File: config.mk
export PLATFORM = sky130hd
export DESIGN_NAME = cli_token_lexer_top
export DESIGN_NICKNAME = d
export VERILOG_FILES = /design/src/hw/rtl/clt_pkg.sv /design/src/hw/rtl/clt_step.sv /design/src/hw/rtl/cli_token_lexer_top.sv
export SDC_FILE = /design/constraint.sdc
export NUM_CORES = 1
export LEC_CHECK = 0
export ABC_AREA = 1
export BUFFER_PORTS_ARGS = -buffer_cell sky130_fd_sc_hd__buf_2
export CORE_UTILIZATION = 55
export CTS_CLUSTER_SIZE = 25
export DETAILED_ROUTE_END_ITERATION = 10
export GPL_TIMING_DRIVEN = 0
export HOLD_SLACK_MARGIN = 0.08
export PLACE_DENSITY = 0.81
export RECOVER_POWER = 100
export SETUP_SLACK_MARGIN = 0.05
export SYNTH_ARGS = -nofsm -noshare
export SYNTH_HDL_FRONTEND = slang
export SYNTH_HIERARCHICAL = 1
export SYNTH_SLANG_ARGS = --single-unit
File: constraint.sdc
create_clock -name i_clk -period 2.8 [get_ports i_clk]
set_input_delay 0.56 -clock i_clk [delete_from_list [all_inputs] [get_ports i_clk]]
set_output_delay 0.56 -clock i_clk [all_outputs]
set_load 0.05 [all_outputs]
File: src/hw/rtl/clt_pkg.sv
`timescale 1ns / 1ps
`default_nettype none
// ----------------------------------------------------------------------------
// clt_pkg
// Shared types and codes of the command-line token lexer.
// ----------------------------------------------------------------------------
package clt_pkg;

    localparam logic [2:0] TK_FLAG = 3'd0;
    localparam logic [2:0] TK_NUM  = 3'd1;
    localparam logic [2:0] TK_WORD = 3'd2;
    localparam logic [2:0] TK_STR  = 3'd3;
    localparam logic [2:0] TK_UNK  = 3'd4;
    localparam logic [2:0] TK_END  = 3'd5;

    localparam logic [0:0] KIND_DATA = 1'b0;
    localparam logic [0:0] KIND_EOI  = 1'b1;

    localparam logic [7:0] CH_DASH  = 8'h2d;
    localparam logic [7:0] CH_DOT   = 8'h2e;
    localparam logic [7:0] CH_UNDER = 8'h5f;
    localparam logic [7:0] CH_QUOTE = 8'h22;

    localparam int FIFO_DEPTH = 4;
    localparam int FIFO_AW    = $clog2(FIFO_DEPTH);
    localparam int FIFO_CW    = $clog2(FIFO_DEPTH + 1);

    typedef struct packed {
        logic [0:0] kind;
        logic [7:0] byte_value;
    } t_in;

    typedef struct packed {
        logic [2:0] token_kind;
        logic       has_char;
        logic [7:0] char_value;
        logic       last;
    } t_out;

    // results of one input byte: count is 0, 1 or 2
    typedef struct packed {
        logic [1:0] count;
        t_out       res0;
        t_out       res1;
    } t_step;

endpackage
`default_nettype wire

File: src/hw/rtl/clt_step.sv
`timescale 1ns / 1ps
`default_nettype none
// ----------------------------------------------------------------------------
// clt_step
// Token mode register and per-byte decode into up to two result items.
// ----------------------------------------------------------------------------
module clt_step (
    input  wire logic           i_clk,
    input  wire logic           i_rst_n,
    input  wire logic           i_accept,
    input  wire clt_pkg::t_in   i_data,
    output clt_pkg::t_step      o_step
);

    typedef enum logic [2:0] {
        MODE_IDLE = 3'd0,
        MODE_FLAG = 3'd1,
        MODE_NUM  = 3'd2,
        MODE_WORD = 3'd3,
        MODE_STR  = 3'd4
    } t_mode;

    typedef struct packed {
        logic         hit;
        clt_pkg::t_out res;
        t_mode        mode;
    } t_start;

    function automatic logic is_ws(input logic [7:0] c);
        return (c == 8'd32) || (c >= 8'd9 && c <= 8'd13);
    endfunction

    function automatic logic is_dig(input logic [7:0] c);
        return c >= 8'h30 && c <= 8'h39;
    endfunction

    function automatic logic is_alp(input logic [7:0] c);
        return (c >= 8'h61 && c <= 8'h7a) || (c >= 8'h41 && c <= 8'h5a);
    endfunction

    function automatic clt_pkg::t_out mk(input logic [2:0] k, input logic has,
                                         input logic [7:0] c, input logic lst);
        clt_pkg::t_out r;
        r.token_kind = k;
        r.has_char   = has;
        r.char_value = has ? c : 8'd0;
        r.last       = lst;
        return r;
    endfunction

    function automatic logic [2:0] close_kind(input t_mode m);
        logic [2:0] k;
        unique case (m)
            MODE_FLAG: k = clt_pkg::TK_FLAG;
            MODE_NUM:  k = clt_pkg::TK_NUM;
            MODE_WORD: k = clt_pkg::TK_WORD;
            default:   k = clt_pkg::TK_STR;
        endcase
        return k;
    endfunction

    function automatic t_start start_tok(input logic [7:0] c);
        t_start s;
        s.hit  = 1'b1;
        s.mode = MODE_IDLE;
        s.res  = mk(clt_pkg::TK_UNK, 1'b1, c, 1'b1);
        if (is_ws(c)) begin
            s.hit = 1'b0;
            s.res = '0;
        end else if (c == clt_pkg::CH_DASH) begin
            s.mode = MODE_FLAG;
            s.res  = mk(clt_pkg::TK_FLAG, 1'b1, c, 1'b0);
        end else if (is_dig(c)) begin
            s.mode = MODE_NUM;
            s.res  = mk(clt_pkg::TK_NUM, 1'b1, c, 1'b0);
        end else if (is_alp(c)) begin
            s.mode = MODE_WORD;
            s.res  = mk(clt_pkg::TK_WORD, 1'b1, c, 1'b0);
        end else if (c == clt_pkg::CH_QUOTE) begin
            s.hit  = 1'b0;
            s.mode = MODE_STR;
            s.res  = '0;
        end
        return s;
    endfunction

    t_mode      r_mode;
    t_mode      n_mode;
    t_start     st;
    logic [7:0] c;
    clt_pkg::t_out close_res;

    assign c         = i_data.byte_value;
    assign st        = start_tok(c);
    assign close_res = mk(close_kind(r_mode), 1'b0, 8'd0, 1'b1);

    always_comb begin
        n_mode = r_mode;
        o_step = '0;
        if (i_data.kind == clt_pkg::KIND_EOI) begin
            n_mode = MODE_IDLE;
            if (r_mode == MODE_FLAG || r_mode == MODE_NUM || r_mode == MODE_WORD
                    || r_mode == MODE_STR) begin
                o_step.count = 2'd2;
                o_step.res0  = close_res;
                o_step.res1  = mk(clt_pkg::TK_END, 1'b0, 8'd0, 1'b1);
            end else begin
                o_step.count = 2'd1;
                o_step.res0  = mk(clt_pkg::TK_END, 1'b0, 8'd0, 1'b1);
            end
        end else begin
            unique case (r_mode)
                MODE_FLAG: begin
                    o_step.count = 2'd1;
                    if (is_ws(c)) begin
                        o_step.res0 = close_res;
                        n_mode      = MODE_IDLE;
                    end else begin
                        o_step.res0 = mk(clt_pkg::TK_FLAG, 1'b1, c, 1'b0);
                    end
                end
                MODE_NUM: begin
                    if (is_dig(c) || c == clt_pkg::CH_DOT) begin
                        o_step.count = 2'd1;
                        o_step.res0  = mk(clt_pkg::TK_NUM, 1'b1, c, 1'b0);
                    end else begin
                        o_step.count = {st.hit, ~st.hit};
                        o_step.res0  = close_res;
                        o_step.res1  = st.res;
                        n_mode       = st.mode;
                    end
                end
                MODE_WORD: begin
                    if (is_alp(c) || is_dig(c) || c == clt_pkg::CH_UNDER
                            || c == clt_pkg::CH_DOT) begin
                        o_step.count = 2'd1;
                        o_step.res0  = mk(clt_pkg::TK_WORD, 1'b1, c, 1'b0);
                    end else begin
                        o_step.count = {st.hit, ~st.hit};
                        o_step.res0  = close_res;
                        o_step.res1  = st.res;
                        n_mode       = st.mode;
                    end
                end
                MODE_STR: begin
                    o_step.count = 2'd1;
                    if (c == clt_pkg::CH_QUOTE) begin
                        o_step.res0 = close_res;
                        n_mode      = MODE_IDLE;
                    end else begin
                        o_step.res0 = mk(clt_pkg::TK_STR, 1'b1, c, 1'b0);
                    end
                end
                default: begin
                    o_step.count = {1'b0, st.hit};
                    o_step.res0  = st.res;
                    n_mode       = st.mode;
                end
            endcase
        end
    end

    always_ff @(posedge i_clk) begin
        if (!i_rst_n) begin
            r_mode <= MODE_IDLE;
        end else if (i_accept) begin
            r_mode <= n_mode;
        end
    end

endmodule
`default_nettype wire

File: src/hw/rtl/cli_token_lexer_top.sv
`timescale 1ns / 1ps
`default_nettype none
// ----------------------------------------------------------------------------
// cli_token_lexer_top
// Streaming lexer: one byte in, tagged token bytes and close items out.
// latency: first result visible the cycle after the byte transfer
// throughput: one byte per cycle while the result queue holds at most two
//   entries and the receiver keeps up; a byte with two results needs an extra
//   output slot, which the four-entry result queue absorbs; input stalls
//   whenever the queue holds more than two entries, until results drain
// reset: synchronous active low, mode returns to idle and the queue empties
// ----------------------------------------------------------------------------
module cli_token_lexer_top (
    input  wire logic           i_clk,
    input  wire logic           i_rst_n,
    input  wire logic           i_in_valid,
    output logic                o_in_ready,
    input  wire clt_pkg::t_in   i_in_data,
    output logic                o_out_valid,
    input  wire logic           i_out_ready,
    output clt_pkg::t_out       o_out_data
);

    localparam int AW = clt_pkg::FIFO_AW;
    localparam int CW = clt_pkg::FIFO_CW;

    clt_pkg::t_step step;
    clt_pkg::t_out  r_fifo [clt_pkg::FIFO_DEPTH];
    logic [AW-1:0]  r_wptr;
    logic [AW-1:0]  r_rptr;
    logic [CW-1:0]  r_count;
    logic           accept;
    logic           pop;
    logic [CW-1:0]  push_n;

    assign o_in_ready  = r_count <= CW'(clt_pkg::FIFO_DEPTH - 2);
    assign accept      = i_in_valid && o_in_ready;
    assign o_out_valid = r_count != '0;
    assign pop         = o_out_valid && i_out_ready;
    assign o_out_data  = r_fifo[r_rptr];
    assign push_n      = accept ? CW'(step.count) : '0;

    clt_step u_step (
        .i_clk    (i_clk),
        .i_rst_n  (i_rst_n),
        .i_accept (accept),
        .i_data   (i_in_data),
        .o_step   (step)
    );

    always_ff @(posedge i_clk) begin
        if (accept && step.count != 2'd0) begin
            r_fifo[r_wptr] <= step.res0;
        end
        if (accept && step.count == 2'd2) begin
            r_fifo[r_wptr + AW'(1)] <= step.res1;
        end
    end

    always_ff @(posedge i_clk) begin
        if (!i_rst_n) begin
            r_wptr  <= '0;
            r_rptr  <= '0;
            r_count <= '0;
        end else begin
            r_wptr  <= r_wptr + AW'(push_n);
            r_count <= r_count + push_n - CW'(pop);
            if (pop) begin
                r_rptr <= r_rptr + AW'(1);
            end
        end
    end

    a_count_bound: assert property (@(posedge i_clk) disable iff (!i_rst_n)
        r_count <= CW'(clt_pkg::FIFO_DEPTH))
        else $error("result queue overflow");

    a_ptr_gap: assert property (@(posedge i_clk) disable iff (!i_rst_n)
        r_count != CW'(clt_pkg::FIFO_DEPTH) |-> r_wptr == r_rptr + AW'(r_count))
        else $error("queue pointers disagree with count");

    a_double_push: assert property (@(posedge i_clk) disable iff (!i_rst_n)
        accept && step.count == 2'd2 && !pop |=> r_count == $past(r_count) + CW'(2))
        else $error("double result not queued");

endmodule
`default_nettype wire

-- Word-level counts from Yosys, hierarchy flattened
Memory sizes are Yosys's and may differ from the RTL's. A register that Yosys moved wholly into a read port is not among the register bits.
Index checks and enable logic that the tools add are counted.
- flip-flop bits (word level): 10
- RAM bits: 52
- input bits: 13
- output and inout bits: 15
- logic and storage cells: 88
- memories: 1
- add/subtract/negate cells: 5
- magnitude comparators: 9
- equality and inequality tests: 14
- multiplexer cells: 34
- bitwise operators: 1
- reductions and logical operators: 20
- memory list (memory ; words ; width ; rd ports ; clocked after memory_dff ; wr ports ; line ; source):
    r_fifo ; 4 ; 13 ; 1 ; 1 ; 2 ; cli_token_lexer_top.sv:28 ; clt_pkg::t_out r_fifo [clt_pkg::FIFO_DEPTH];
- operators by type and width (kind ; number):
    one-hot mux 15 bit (4 select lines) ; 1
    two-way mux 16 bit ; 3
    two-way mux 15 bit ; 3
    two-way mux 13 bit ; 3
    equality test 8 x 6 -> 1 bit (second input constant) ; 4
    two-way mux 28 bit ; 1
    one-hot mux 13 bit (2 select lines) ; 1
    two-way mux 12 bit ; 2
    two-way mux 3 bit ; 6
    two-way mux 17 bit ; 1
    greater-or-equal comparator 8 x 7 -> 1 bit (second input constant) ; 2
    <= comparator 8 x 7 -> 1 bit (second input constant) ; 2
    two-way mux 14 bit ; 1
    one-hot mux 3 bit (4 select lines) ; 1
    logical OR 1 bit ; 9
    equality test 8 x 7 -> 1 bit (second input constant) ; 1
    greater-or-equal comparator 8 x 4 -> 1 bit (second input constant) ; 1
    greater-or-equal comparator 8 x 6 -> 1 bit (second input constant) ; 1
    <= comparator 8 x 4 -> 1 bit (second input constant) ; 1
    <= comparator 8 x 6 -> 1 bit (second input constant) ; 1
    logical AND 1 bit ; 8
    two-way mux 1 bit ; 7
    equality test 3 x 2 -> 1 bit (second input constant) ; 2
    two-way mux 2 bit ; 3
    15 further kinds ; 18

-- Depth between registers and ports, before layout
- depth after elaboration: 15
- depth in mapped cells: 20
- depth with buffers taken out: 20

-- Modules after synthesis
The synthesis kept the hierarchy.
- by module, submodules not included (module ; times used ; cells an instance ; area each (um2) ; seq. area each (um2)):
    cli_token_lexer_top ; 1 ; 380 ; 3260.6 ; 1741.7
    clt_step ; 1 ; 156 ; 828.3 ; 60.1

-- Worst setup path after synthesis
OpenSTA, ideal clock, no wires.
- path kind: input -> register
- start point: input port i_in_data[2] (netlist bit)
- end point: memory r_fifo[1][0] (netlist bit), enable pin
- setup time: 0.356 ns
- arrival time: 2.446 ns
- data required time: 2.444 ns
- slack: -0.002 ns
- stages on the path: 15
- path buffers: 2
- cell sequence: nor2_1 nand2_1 nand2_1 nand2_1 nand2_1 nand4_2 nand2_1 nand3_2 o21ai_0 nand2_1 nor2_2 buf_6 nand2_4 buf_6 nand2_1
- RTL lines (what ; line ; source):
    start: declaration ; cli_token_lexer_top.sv:18 ; input wire clt_pkg::t_in i_in_data,
    end: declaration ; cli_token_lexer_top.sv:28 ;

==> reports/qor.yml <==
criticalPathCategory: "input pin to flip-flop"
synth_nets: 554
crit_top_cell: "inv_1"
viasPerCell: 5.60
synth_cells: 536
coreArea_um2: 7210
dr.pass1.iters: 5
drive_gt1_share_pct: 22.3
outcome: "finished, final reports clean"
tritoncts: "yes"
synth-compound-area-share_pct: 8.84
vias: 3825
critPathMaxStageDelay_ns: 0.51
relSlewSlack_pct: 54.8
numPortBuffers: 27
hold_buffers: 0
cts_sinks: 64
crit_path_top_delay_cell: "fa_2"
hold_viol: 0
clock_latency_ns: 0.36
synth_warnings: 6
worstMarginPinSlew_ns: 0.671
final_util_pct: 65.2
row_count: 31
holdWs_ns: 0.488
yosysUniqueCellTypes: 35
start_util_pct: 56.7
path_cells: "clkbuf_4, nand2_2, nor2_4, nor2_2, nand2_2, nand2_4, nor2_4, o21ai_2, o22ai_2, inv_2, nor2_2, inv_1, ha_1, inv_1, ha_1, inv_1, fa_2, nor2_1"
ir_worst_vdd_mv: 0.423
die_area_um2: 7780
ys.flop_type: "edfxtp_1"
routed_wl_um: 10600
yosys_register_bits: 64
finalSetupViolCount: 0
yosys.area_share.simple_pct: 37.1
drv_cap: 0
hpwl_um: 7700
synth_edf_count: 52
clk_path_buf_depth: 2
grt_max_degree: 14
routabilityCongestion: 0.991
numCtsBuffers: 9
antenna_found_initial: 0
power_density_nw_per_um2: 847
track_usage_pct: 28.3
path_buf_inv: 5
first_global_vias: 3397
synth_fa_ha_area_share_pct: 1.71
final_common_cell: "nand2_1"
clock_skew_ns: 0.00855
period_minus_slack_ns: 2.62
die_h_um: 88.2
cts-root-buf: "clkbuf_8"
rsz0062_at_grt: "false"
synthMuxAreaShare_pct: 0
critical_path_arrival_ns: 2.87
wl_per_cell_um: 15.6
finalCritPeriodShare_pct: 93.7
drv_slew: 0
path_delay_family: "adder cells"
ios: 28
layout_common_cells: "159 x nand2_1, 71 x nand3_1, 56 x nor2_1"
fmax_mhz: 381
ys_seq_area_share_pct: 44.1
area_growth_pct: 15.1
clk_pin_slew_ns: 0.07
power_leakage_nw: 2.11
cp-end-kind: "flip-flop"
nets: 597
syn_area_um2: 4090
critPathLaunchType: "input pin"
die_w_um: 88.2
grt_first_pass_wirelength_um: 16300
postRouteAntennaNets: 0
htree_num_levels: 3
cp.required_ns: 3.05
synth_top_family_by_area: "simple AND/OR/NAND/NOR gates"
hold_class: "input pin to flip-flop"
drt_iter0_drc: 397
syn_avg_cell_area_um2: 7.63
cp_max_fo: 6
route.detailed.drc: 0
synthXorXnorAreaFrac_pct: 0.214
n_antenna_cell: 0
globalRoute.totalOverflow: 0
async_reset_ff_share_pct: 0
-- kinds of logic after synthesis --
logic type,count (synthesis)
AOI/OAI and AO/OA,65
xor gates and xnor gates,1
adders and majority gates,5
buffers and inverters,64
DFF,64
and+or+nand+nor,337
-- final timing paths --
path | start | to | slack (ns) | cells after the start
worst min-delay path | i_rst_n | r_count[0] | 0.49 | 3
worst max-delay path | i_in_data[3] | r_count[1] | 0.18 | 18
worst min register to register | r_rptr[1] | flip-flop | 0.52 | 2
worst max register to register | u_step/r_mode[0] | r_fifo[2][1] | 0.24 | 13
-- power breakdown --
group / internal (mW) / leakage (nW) / switching (mW) / total (mW)
sequential: 1.26 / 0.577 / 0.0794 / 1.34
clock: 0.410 / 0.0933 / 0.390 / 0.800
combinational: 0.478 / 1.44 / 1.37 / 1.85
-- cells in the mapped netlist (2+ instances only) --
cell type,instances,share of area (%)
nand2_1,165,15
nand3_1,72,8.8
nor2_1,66,6.1
edfxtp_1,52,38
inv_1,32,2.9
o21ai_0,31,3.8
o22ai_1,14,2.1
a21oi_1,12,1.5
dfxtp_1,12,5.9
buf_6,9,2.5
nor2_2,9,1.4
buf_2,8,0.98
inv_2,8,0.73
clkbuf_1,4,0.37
ha_1,4,1.2
nor3_2,4,0.98
nand2_2,3,0.46
nand2_4,3,0.83
nand3_2,3,0.73
nand4_1,3,0.46
nor3_1,3,0.37
o21ai_1,3,0.37
a21oi_2,2,0.43
buf_4,2,0.37
nor2_4,2,0.55
-- metrics by stage --
stage / setup slack (ns) / power, mW / setup TNS (ns) / instances / instance area, µm²
after floorplan: 0.0517 / 2.73 / 0 / 536 / 4100
after global placement: -0.606 / 3.11 / -31.07 / 662 / 4360
after detailed placement: -0.626 / 3.15 / -34.11 / 662 / 4360
after CTS: 0.0564 / 3.95 / 0 / 680 / 4610
after global routing: 0.0237 / 4.22 / 0 / 683 / 4710
final: 0.178 / 3.99 / 0 / 683 / 4710
-- sequential cells by signal, summed over array words and instances (netlist names), named ones only --
register	cells
r_fifo	52
r_wptr	2
r_rptr	2
u_step/r_mode	3
r_count	3
-- tightest hold or removal path: stages --
cell     delay (ns)
buf_2          0.15
nand2_1        0.06
inv_1          0.03
-- layout make-up --
type | instances | area, µm²
clock buffers | 9 | 124
repair buffers | 32 | 175
flip-flops and latches | 64 | 1800
well taps | 99 | 124
clock inverters | 7 | 71.3
inverters | 41 | 159
fillers | 644 | 2510
plain buffers | 23 | 145
multi-input cells | 408 | 2110
-- layer usage --
| layer | routed length (µm) | GRT usage (%) | vias to the layer above |
|---|---|---|---|
| li1 | - | - | 1880 |
| met4 | 227 | 13.9 | 0 |
| met1 | 4560 | 36.4 | 1741 |
| met3 | 763 | 6.72 | 24 |
| met5 | 0 | 0 | - |
| met2 | 5100 | 45.0 | 180 |
-- timing repair --
action	CTS	global route
gates cloned	0	0
gates resized for setup	15	32
pin swaps	3	7
setup buffers	2	3
endpoints found under the setup margin	54	54
(Power assumes the default switching activity.)
